==> config.mk <==
export PLATFORM = sky130hd
export DESIGN_NAME = uart_acia_register_block
export DESIGN_NICKNAME = d
export VERILOG_FILES = /design/src/hdl/uacia_pkg.sv /design/src/hdl/uart_acia_register_block.sv /design/src/hdl/uacia_core.sv
export SDC_FILE = /design/constraint.sdc
export NUM_CORES = 1
export LEC_CHECK = 0
export BUFFER_PORTS_ARGS = -buffer_cell sky130_fd_sc_hd__buf_2
export CAP_MARGIN = 40
export CORE_MARGIN = 2
export CORE_UTILIZATION = 58
export DETAILED_ROUTE_END_ITERATION = 7
export GPL_TIMING_DRIVEN = 0
export PLACE_DENSITY = 0.76
export SLEW_MARGIN = 5
export SYNTH_ARGS = -nofsm -noshare
export SYNTH_HDL_FRONTEND = slang
export SYNTH_HIERARCHICAL = 1
export SYNTH_SLANG_ARGS = --single-unit
==> constraint.sdc <==
create_clock -name i_clk -period 3.4 [get_ports i_clk]
set_clock_uncertainty 0.1 [all_clocks]
set_input_delay 0.17 -clock i_clk [delete_from_list [all_inputs] [get_ports i_clk]]
set_output_delay 0.17 -clock i_clk [all_outputs]
set_load 0.02 [all_outputs]
==> src/hdl/uacia_pkg.sv <==
// Package for the 6551-style serial register block.
// Holds transaction payload types, configuration type and register/request codes.
// No dependencies.
package uacia_pkg;

    // Request codes carried in req_type.
    localparam logic [1:0] REQ_WRITE = 2'd0;
    localparam logic [1:0] REQ_READ  = 2'd1;
    localparam logic [1:0] REQ_PEEK  = 2'd2;
    localparam logic [1:0] REQ_TICK  = 2'd3;

    // Register offsets carried in reg_sel.
    localparam logic [1:0] SEL_DATA    = 2'd0;
    localparam logic [1:0] SEL_STATUS  = 2'd1;
    localparam logic [1:0] SEL_COMMAND = 2'd2;
    localparam logic [1:0] SEL_CONTROL = 2'd3;

    // Configuration register indexes.
    localparam logic [1:0] CFG_IRQ_LEVEL   = 2'd0;
    localparam logic [1:0] CFG_TICK_PERIOD = 2'd1;

    // Configuration reset values.
    localparam logic [1:0]  IRQ_LEVEL_RST   = 2'd1;
    localparam logic [15:0] TICK_PERIOD_RST = 16'd21111;

    // Status register bits and masks.
    localparam logic [7:0] STATUS_RST      = 8'h10;
    localparam logic [7:0] STATUS_TX_EMPTY = 8'h10;
    localparam logic [7:0] STATUS_RX_FULL  = 8'h08;
    localparam logic [7:0] STATUS_PRG_MASK = 8'hfb;
    localparam logic [7:0] STATUS_IRQ      = 8'h80;
    localparam logic [7:0] CMD_RESET_MASK  = 8'he0;

    // Transmit stage codes.
    localparam logic [1:0] TX_IDLE    = 2'd0;
    localparam logic [1:0] TX_SENDING = 2'd1;
    localparam logic [1:0] TX_WAITING = 2'd2;

    // One input transaction.
    typedef struct packed {
        logic [1:0] req_type;
        logic [1:0] reg_sel;
        logic [7:0] write_data;
        logic       rx_valid;
        logic [7:0] rx_byte;
    } t_in_item;

    // One result transaction.
    typedef struct packed {
        logic [7:0] read_data;
        logic [1:0] irq_out;
        logic       tx_valid;
        logic [7:0] tx_byte;
        logic       rx_taken;
    } t_out_item;

    // Configuration values handed to the register core.
    typedef struct packed {
        logic [1:0]  irq_level;
        logic [15:0] tick_period;
    } t_cfg;

endpackage

==> src/hdl/uart_acia_register_block.sv <==
// Top level of the 6551-style serial register block: handshakes, configuration
// registers and the result register. Depends on uacia_pkg and uacia_core.
//
//  Channel   Direction  Handshake            Payload
//  in        input      i_in_valid/o_in_stall    i_in_item  (t_in_item)
//  out       output     o_out_valid/i_out_stall  o_out_item (t_out_item)
//  cfg       input      i_cfg_valid/o_cfg_ready  i_cfg_index, i_cfg_data
//
// Each transaction passes through the register core into the result
// register, so one item is accepted per cycle while results are drained.
// Input is stalled only while the result register is full and its consumer stalls.
// Reset is synchronous and active low.
// Configuration writes are always ready; unknown indexes are ignored.
module uart_acia_register_block (
    input  logic                  i_clk,
    input  logic                  i_rst_n,
    input  logic                  i_in_valid,
    output logic                  o_in_stall,
    input  uacia_pkg::t_in_item   i_in_item,
    output logic                  o_out_valid,
    input  logic                  i_out_stall,
    output uacia_pkg::t_out_item  o_out_item,
    input  logic                  i_cfg_valid,
    output logic                  o_cfg_ready,
    input  logic [1:0]            i_cfg_index,
    input  logic [15:0]           i_cfg_data
);
    import uacia_pkg::*;

    t_cfg      r_cfg;
    t_out_item core_result;
    t_out_item r_out_item;
    logic      r_out_valid;
    logic      in_accept;

    assign o_in_stall  = r_out_valid && i_out_stall;
    assign in_accept   = i_in_valid && !o_in_stall;
    assign o_cfg_ready = 1'b1;
    assign o_out_valid = r_out_valid;
    assign o_out_item  = r_out_item;

    // Configuration registers.
    always_ff @(posedge i_clk) begin
        if (!i_rst_n) begin
            r_cfg.irq_level   <= IRQ_LEVEL_RST;
            r_cfg.tick_period <= TICK_PERIOD_RST;
        end else if (i_cfg_valid && o_cfg_ready) begin
            case (i_cfg_index)
                CFG_IRQ_LEVEL:   r_cfg.irq_level   <= i_cfg_data[1:0];
                CFG_TICK_PERIOD: r_cfg.tick_period <= i_cfg_data;
                default: ;
            endcase
        end
    end

    uacia_core u_core (
        .i_clk    (i_clk),
        .i_rst_n  (i_rst_n),
        .i_accept (in_accept),
        .i_item   (i_in_item),
        .i_cfg    (r_cfg),
        .o_result (core_result)
    );

    // Result register: loads on every accepted transaction.
    always_ff @(posedge i_clk) begin
        if (!i_rst_n) begin
            r_out_valid <= 1'b0;
        end else if (in_accept) begin
            r_out_valid <= 1'b1;
        end else if (!i_out_stall) begin
            r_out_valid <= 1'b0;
        end
    end

    always_ff @(posedge i_clk) begin
        if (in_accept) begin
            r_out_item <= core_result;
        end
    end

    // Every accepted transaction produces a pending result next cycle.
    a_result_follows: assert property (@(posedge i_clk) disable iff (!i_rst_n)
        in_accept |=> r_out_valid)
        else $error("accepted transaction produced no result");

    // A held result is not overwritten while its consumer stalls.
    a_no_overwrite: assert property (@(posedge i_clk) disable iff (!i_rst_n)
        (r_out_valid && i_out_stall) |-> !in_accept)
        else $error("input accepted over a stalled result");

    // A nonzero interrupt output only appears with a nonzero configured level.
    a_irq_zero: assert property (@(posedge i_clk) disable iff (!i_rst_n)
        (in_accept && (core_result.irq_out != 2'd0)) |-> (r_cfg.irq_level != 2'd0))
        else $error("interrupt level driven that was never configured");

endmodule

==> src/hdl/uacia_core.sv <==
// Register core of the 6551-style serial block: holds all register state and
// computes one result per accepted transaction. Depends on uacia_pkg.
module uacia_core (
    input  logic                i_clk,
    input  logic                i_rst_n,
    input  logic                i_accept,
    input  uacia_pkg::t_in_item i_item,
    input  uacia_pkg::t_cfg     i_cfg,
    output uacia_pkg::t_out_item o_result
);
    import uacia_pkg::*;

    logic [7:0]  r_tx_hold,     n_tx_hold;
    logic [7:0]  r_rx_hold,     n_rx_hold;
    logic [7:0]  r_status,      n_status;
    logic [7:0]  r_command,     n_command;
    logic [7:0]  r_control,     n_control;
    logic [1:0]  r_tx_stage,    n_tx_stage;
    logic        r_irq_pending, n_irq_pending;
    logic        r_port_open,   n_port_open;
    logic        r_alarm_armed, n_alarm_armed;
    logic [15:0] r_alarm_count, n_alarm_count;

    // Next-state and result logic for one transaction.
    always_comb begin
        n_tx_hold     = r_tx_hold;
        n_rx_hold     = r_rx_hold;
        n_status      = r_status;
        n_command     = r_command;
        n_control     = r_control;
        n_tx_stage    = r_tx_stage;
        n_irq_pending = r_irq_pending;
        n_port_open   = r_port_open;
        n_alarm_armed = r_alarm_armed;
        n_alarm_count = r_alarm_count;
        o_result      = '0;

        if (i_item.req_type == REQ_WRITE) begin
            case (i_item.reg_sel)
                SEL_DATA: begin
                    n_tx_hold = i_item.write_data;
                    if (r_command[0]) begin
                        if (r_tx_stage == TX_IDLE) begin
                            n_alarm_armed = 1'b1;
                            n_alarm_count = 16'd1;
                            n_tx_stage    = TX_WAITING;
                        end else if (r_tx_stage == TX_SENDING) begin
                            n_tx_stage = TX_WAITING;
                        end
                        n_status = r_status & ~STATUS_TX_EMPTY;
                    end
                end
                SEL_STATUS: begin
                    // Programmed reset.
                    n_port_open   = 1'b0;
                    n_status      = r_status & STATUS_PRG_MASK;
                    n_command     = r_command & CMD_RESET_MASK;
                    n_tx_stage    = TX_IDLE;
                    n_irq_pending = 1'b0;
                    n_alarm_armed = 1'b0;
                end
                SEL_COMMAND: begin
                    n_command = i_item.write_data;
                    if (i_item.write_data[0] && !r_port_open) begin
                        n_port_open   = 1'b1;
                        n_alarm_armed = 1'b1;
                        n_alarm_count = i_cfg.tick_period;
                    end else if (r_port_open && !i_item.write_data[0]) begin
                        n_port_open   = 1'b0;
                        n_alarm_armed = 1'b0;
                    end
                end
                default: begin
                    n_control = i_item.write_data;
                end
            endcase
        end else if (i_item.req_type inside {REQ_READ, REQ_PEEK}) begin
            case (i_item.reg_sel)
                SEL_DATA: begin
                    o_result.read_data = r_rx_hold;
                    if (i_item.req_type == REQ_READ) begin
                        n_status = r_status & ~STATUS_RX_FULL;
                    end
                end
                SEL_STATUS: begin
                    o_result.read_data = r_status | (r_irq_pending ? STATUS_IRQ : 8'h00);
                    if (i_item.req_type == REQ_READ) begin
                        n_irq_pending = 1'b0;
                    end
                end
                SEL_COMMAND: begin
                    o_result.read_data = r_command;
                end
                default: begin
                    o_result.read_data = r_control;
                end
            endcase
        end else if (r_alarm_armed) begin
            // Clock tick: count down, service on expiry.
            if (r_alarm_count <= 16'd1) begin
                if (r_tx_stage == TX_WAITING && r_port_open) begin
                    o_result.tx_valid = 1'b1;
                    o_result.tx_byte  = r_tx_hold;
                end
                if (r_tx_stage != TX_IDLE) begin
                    n_tx_stage = r_tx_stage - 2'd1;
                end
                n_status = r_status | STATUS_TX_EMPTY;
                if (r_port_open && !r_status[3] && i_item.rx_valid) begin
                    n_rx_hold         = i_item.rx_byte;
                    n_status          = r_status | STATUS_TX_EMPTY | STATUS_RX_FULL;
                    o_result.rx_taken = 1'b1;
                end
                n_irq_pending = 1'b1;
                n_alarm_armed = 1'b1;
                n_alarm_count = i_cfg.tick_period;
            end else begin
                n_alarm_count = r_alarm_count - 16'd1;
            end
        end

        o_result.irq_out = n_irq_pending ? i_cfg.irq_level : 2'd0;
    end

    // State registers, updated once per accepted transaction.
    always_ff @(posedge i_clk) begin
        if (!i_rst_n) begin
            r_tx_hold     <= '0;
            r_rx_hold     <= '0;
            r_status      <= STATUS_RST;
            r_command     <= '0;
            r_control     <= '0;
            r_tx_stage    <= TX_IDLE;
            r_irq_pending <= 1'b0;
            r_port_open   <= 1'b0;
            r_alarm_armed <= 1'b0;
            r_alarm_count <= '0;
        end else if (i_accept) begin
            r_tx_hold     <= n_tx_hold;
            r_rx_hold     <= n_rx_hold;
            r_status      <= n_status;
            r_command     <= n_command;
            r_control     <= n_control;
            r_tx_stage    <= n_tx_stage;
            r_irq_pending <= n_irq_pending;
            r_port_open   <= n_port_open;
            r_alarm_armed <= n_alarm_armed;
            r_alarm_count <= n_alarm_count;
        end
    end

    // The transmit stage never reaches the unused code.
    a_stage_legal: assert property (@(posedge i_clk) disable iff (!i_rst_n)
        r_tx_stage != 2'd3)
        else $error("transmit stage holds an unused code");

    // Command bit 0 always mirrors the port-open flag.
    a_open_mirror: assert property (@(posedge i_clk) disable iff (!i_rst_n)
        r_command[0] == r_port_open)
        else $error("command bit 0 and port-open flag disagree");

    // The periodic alarm only runs while the port is open.
    a_alarm_open: assert property (@(posedge i_clk) disable iff (!i_rst_n)
        r_alarm_armed |-> r_port_open)
        else $error("alarm armed while port closed");

    // A latched receive byte leaves receive-full set.
    a_rx_full: assert property (@(posedge i_clk) disable iff (!i_rst_n)
        (i_accept && o_result.rx_taken) |=> r_status[3])
        else $error("receive-full not set after a byte was latched");

    // Only status bits 4 down to 2, among them transmitter-empty and receive-full, are ever used.
    a_status_bits: assert property (@(posedge i_clk) disable iff (!i_rst_n)
        (r_status[7:5] == 3'd0) && (r_status[1:0] == 2'd0))
        else $error("unused status bit set");

endmodule

==> results.py <==
metrics = {
    "clock_network": {
        "cts.sinks": 94,
        "h-tree-depth": 3,
        "clock-root-buffer": "clkbuf_8",
        "cts.path.max_buffers": 2,
        "clk_pin_slew_ns": 0.10,
        "numCtsBuffers": 9,
        "cts_setup_buffers": 0,
        "clkLatencyLatePin_ns": 0.36,
        "cts_tree": "built",
    },
    "placed_design": {
        "dp.cells": 712,
        "io_buffers": 62,
        "gp_congestion": 0.953,
        "hpwlAfterDp_mm": 9.18,
    },
    "flow_run": {
        "maxCapViolCount": 0,
    },
    "die": {
        "core_area_sq_um": 8130,
        "dieArea_sq_um": 9080,
        "rows": 33,
        "start_util_pct": 59.4,
        "die_h_um": 95.3,
        "pin_count": 67,
        "chipWidth_um": 95.3,
    },
    "logic_synthesis": {
        "synth_area_sq_um": 4830,
        "ys_top_cells_by_area": "dfxtp_1 (31%), edfxtp_1 (12%), nand2_1 (5.5%)",
        "synth-main-ff-cell": "dfxtp_1",
        "synth_cells": 543,
        "yosysUniqueCellTypes": 61,
        "synth_top_cell_by_area": "dfxtp_1",
        "synth_edf_count": 20,
        "synthArstFlopShare_pct": 0,
        "syn_avg_cell_area_sq_um": 8.90,
        "yosysTopAreaCellShare_pct": 30.6,
        "synth-seq-cells": 94,
        "yosysWarnings": 6,
        "ys_seq_area_share_pct": 43.1,
        "syn_nets": 603,
    },
    "worst_setup_path": {
        "r2r_start": "o_out_valid",
        "cp.buffers_inverters": 4,
        "path_cells": "and2_1, nor2b_2, buf_8, clkbuf_1, o211ai_1, or3_1, clkbuf_1, clkbuf_1, a21oi_1, a31oi_1",
        "crit_top_cell": "clkbuf_1",
        "worst_path_dominant_cell_family": "buffers and inverters",
        "cp_data_required_time_ns": 3.54,
        "cpPeakStageDelay_ns": 0.43,
        "cp-start-kind": "flip-flop",
        "cp-startpoint": "o_out_valid",
        "cp_slowest_cell": "or3_1",
        "worstSetupPathType": "flip-flop to flip-flop",
        "crit_fanout": 17,
        "worstPathArrival_ns": 3.26,
        "endpoint_kind": "flip-flop",
    },
    "finish": {
        "drive_gt1_share_pct": 14.9,
        "seqCellArea_sq_um": 2080,
        "multi_input_area_sq_um": 2510,
        "fin_nets": 701,
        "area_growth_pct": 18.3,
        "stdcell_count": 751,
        "nFillCells": 681,
        "antenna_cells": 0,
    },
    "detailed_routing": {
        "wl_mm": 12.8,
        "drtAntennaViolNets": 0,
        "drt_pass1_iterations": 5,
        "wl_per_cell_um": 17.0,
        "drc": 0,
        "drt_iter0_markers": 413,
        "num_vias": 4519,
        "avgViaCountPerCell": 6.02,
    },
    "sta": {
        "hold_viol_final": 0,
        "slew_headroom_pct": 47.1,
        "fin_crit_sh_pct": 91.7,
        "hold_ws_ns": 0.00509,
        "period_needed_ns": 3.12,
        "worst_pin_slew_ns": 0.794,
        "slew_violations": 0,
        "clock.fmax_mhz": 321,
        "rsz0062_at_grt": "false",
        "setup_viol": 0,
    },
    "power": {
        "leakage_nw": 2.28,
        "ir_worst_vdd_mv": 0.293,
        "powerDensity_nw_per_um2": 417,
    },
    "global_routing": {
        "busiest_layer": "met2",
        "grt_pass1_wl_mm": 20.3,
        "met2_usage_pct": 48.4,
        "antenna_found_initial": 0,
        "met1_usage_pct": 37.1,
        "grt_max_degree": 19,
        "grt_pass1_vias": 4168,
        "grt_overflow_total": 0,
        "gr-usage-met3_pct": 6.17,
        "grt_usage_pct": 29.0,
    },
    "min_path": {
        "hold_start": "i_in_item[14]",
        "min_path_type": "input pin to flip-flop",
    },
    "outcome": {
        "status": "finished clean",
    },
}
synthesized netlist by cell type (2+ instances only):
cell       number
o31ai_1         2
nor3b_1         2
a222oi_1        3
buf_4           2
a21boi_0       25
clkbuf_1       30
nand2b_1        3
o211a_1         3
o31a_1          3
or2_2           2
nand3_1        29
nor2b_1        19
o21a_1          2
o211ai_1       10
nand2_1        71
o21ai_0        15
a31oi_1         2
xnor2_1         4
ha_1           16
nand4b_1       10
and2_1         13
a211o_1         3
nor2_1         27
a2111oi_0       2
nor4_1          3
a32oi_1         4
nor3_1         14
dfxtp_1        74
or3_1           6
o311ai_0        2
buf_2           2
a211oi_1        3
edfxtp_1       20
mux2i_1        22
o22ai_1         8
and3_1          6
buf_1           3
buf_6           2
a22oi_1         7
a21oi_1        29
inv_1          20
per-stage QoR:
stage	power (W)	utilization [%]	setup slack (ns)	setup TNS (ns)	cell area, sq um
final	0.00239	70.3	0.283	0	5720
after global routing	0.00248	70.3	0.106	0	5720
after CTS	0.00238	70.3	0.296	0	5720
after detailed placement	0.00166	65.1	0.323	0	5300
after global placement	0.00165	64.9	-0.604	-10.75	5280
after floorplan	0.00152	-	0.165	0	4830
layout make-up:
class / instances / area share (%)
multi-input cells: 390 / 43.8
flip-flops and latches: 94 / 36.4
repair buffers: 87 / 9.80
plain buffers: 39 / 3.02
well taps: 105 / 2.30
clock buffers: 9 / 2.16
inverters: 20 / 1.31
clock inverters: 7 / 1.18
cell usage in the layout (no fill, tap or decap), types with 13 or more instances in the layout:
| cell type | instances |
|---|---|
| nor2b_1 | 18 |
| nand2_1 | 71 |
| buf_2 | 65 |
| o21ai_0 | 15 |
| clkbuf_1 | 29 |
| a21boi_0 | 25 |
| edfxtp_1 | 20 |
| and2_1 | 13 |
| nor3_1 | 14 |
| nand3_1 | 29 |
| ha_1 | 16 |
| dfxtp_1 | 74 |
| mux2i_1 | 22 |
| inv_1 | 20 |
| dlygate4sd3_1 | 23 |
| nor2_1 | 27 |
| a21oi_1 | 29 |
power breakdown:
group          total (W)  leakage, nW  internal [W]  switching, W
clock network   0.000713       0.0924      0.000283      0.000429
logic           0.000480         1.38      0.000182      0.000298
registers        0.00119        0.802       0.00117     0.0000236
total            0.00239         2.28       0.00163      0.000750
cell families after synthesis:
family	count (synthesis)	share of synthesized area (%)
xor+xnor	5	0.906
simple gates	214	22.9
other cells	1	0.0776
flops	94	43.1
fa+ha+maj	16	4.14
buf+inv	59	5.10
compound gates	132	19.2
mux	22	4.55
final timing paths:
| path | cells after the start | endpoint | slack (ns) |
|---|---|---|---|
| max | 10 | u_core/r_alarm_count[11] | 0.28 |
| min | 3 | u_core/r_control[5] | 0.005 |
| max reg2reg | 10 | u_core/r_alarm_count[11] | 0.28 |
| min reg2reg | 2 | u_core/r_tx_hold[7] | 0.37 |
tightest hold or removal path, cell delays in order:
cell and delay [ns]:
buf_2 0.12, nand3_1 0.07, a21boi_0 0.07
layer usage:
| layer | vias up | share of wire, % |
|---|---|---|
| met2 | 227 | 49 |
| met5 | - | 0 |
| met1 | 2101 | 41 |
| met3 | 41 | 8.0 |
| li1 | 2150 | - |
| met4 | 0 | 2.7 |
timing repair:
item                                    4_1_cts  5_1_grt
hold buffers                                 23        0
hold endpoints to repair                     26        0
endpoints found under the setup margin        0        6
resized for setup                             0        2
registers in the layout, indices dropped and copies added, names as in the netlist, 2 cells and up:
name	flops
u_core/r_command	8
u_core/r_tx_hold	8
u_core/r_alarm_count	16
o_out_item	20
r_cfg	18
u_core/r_control	8
u_core/r_rx_hold	8
u_core/r_tx_stage	2
u_core/r_status	2
No activity file was read; power rests on OpenSTA's default activity.
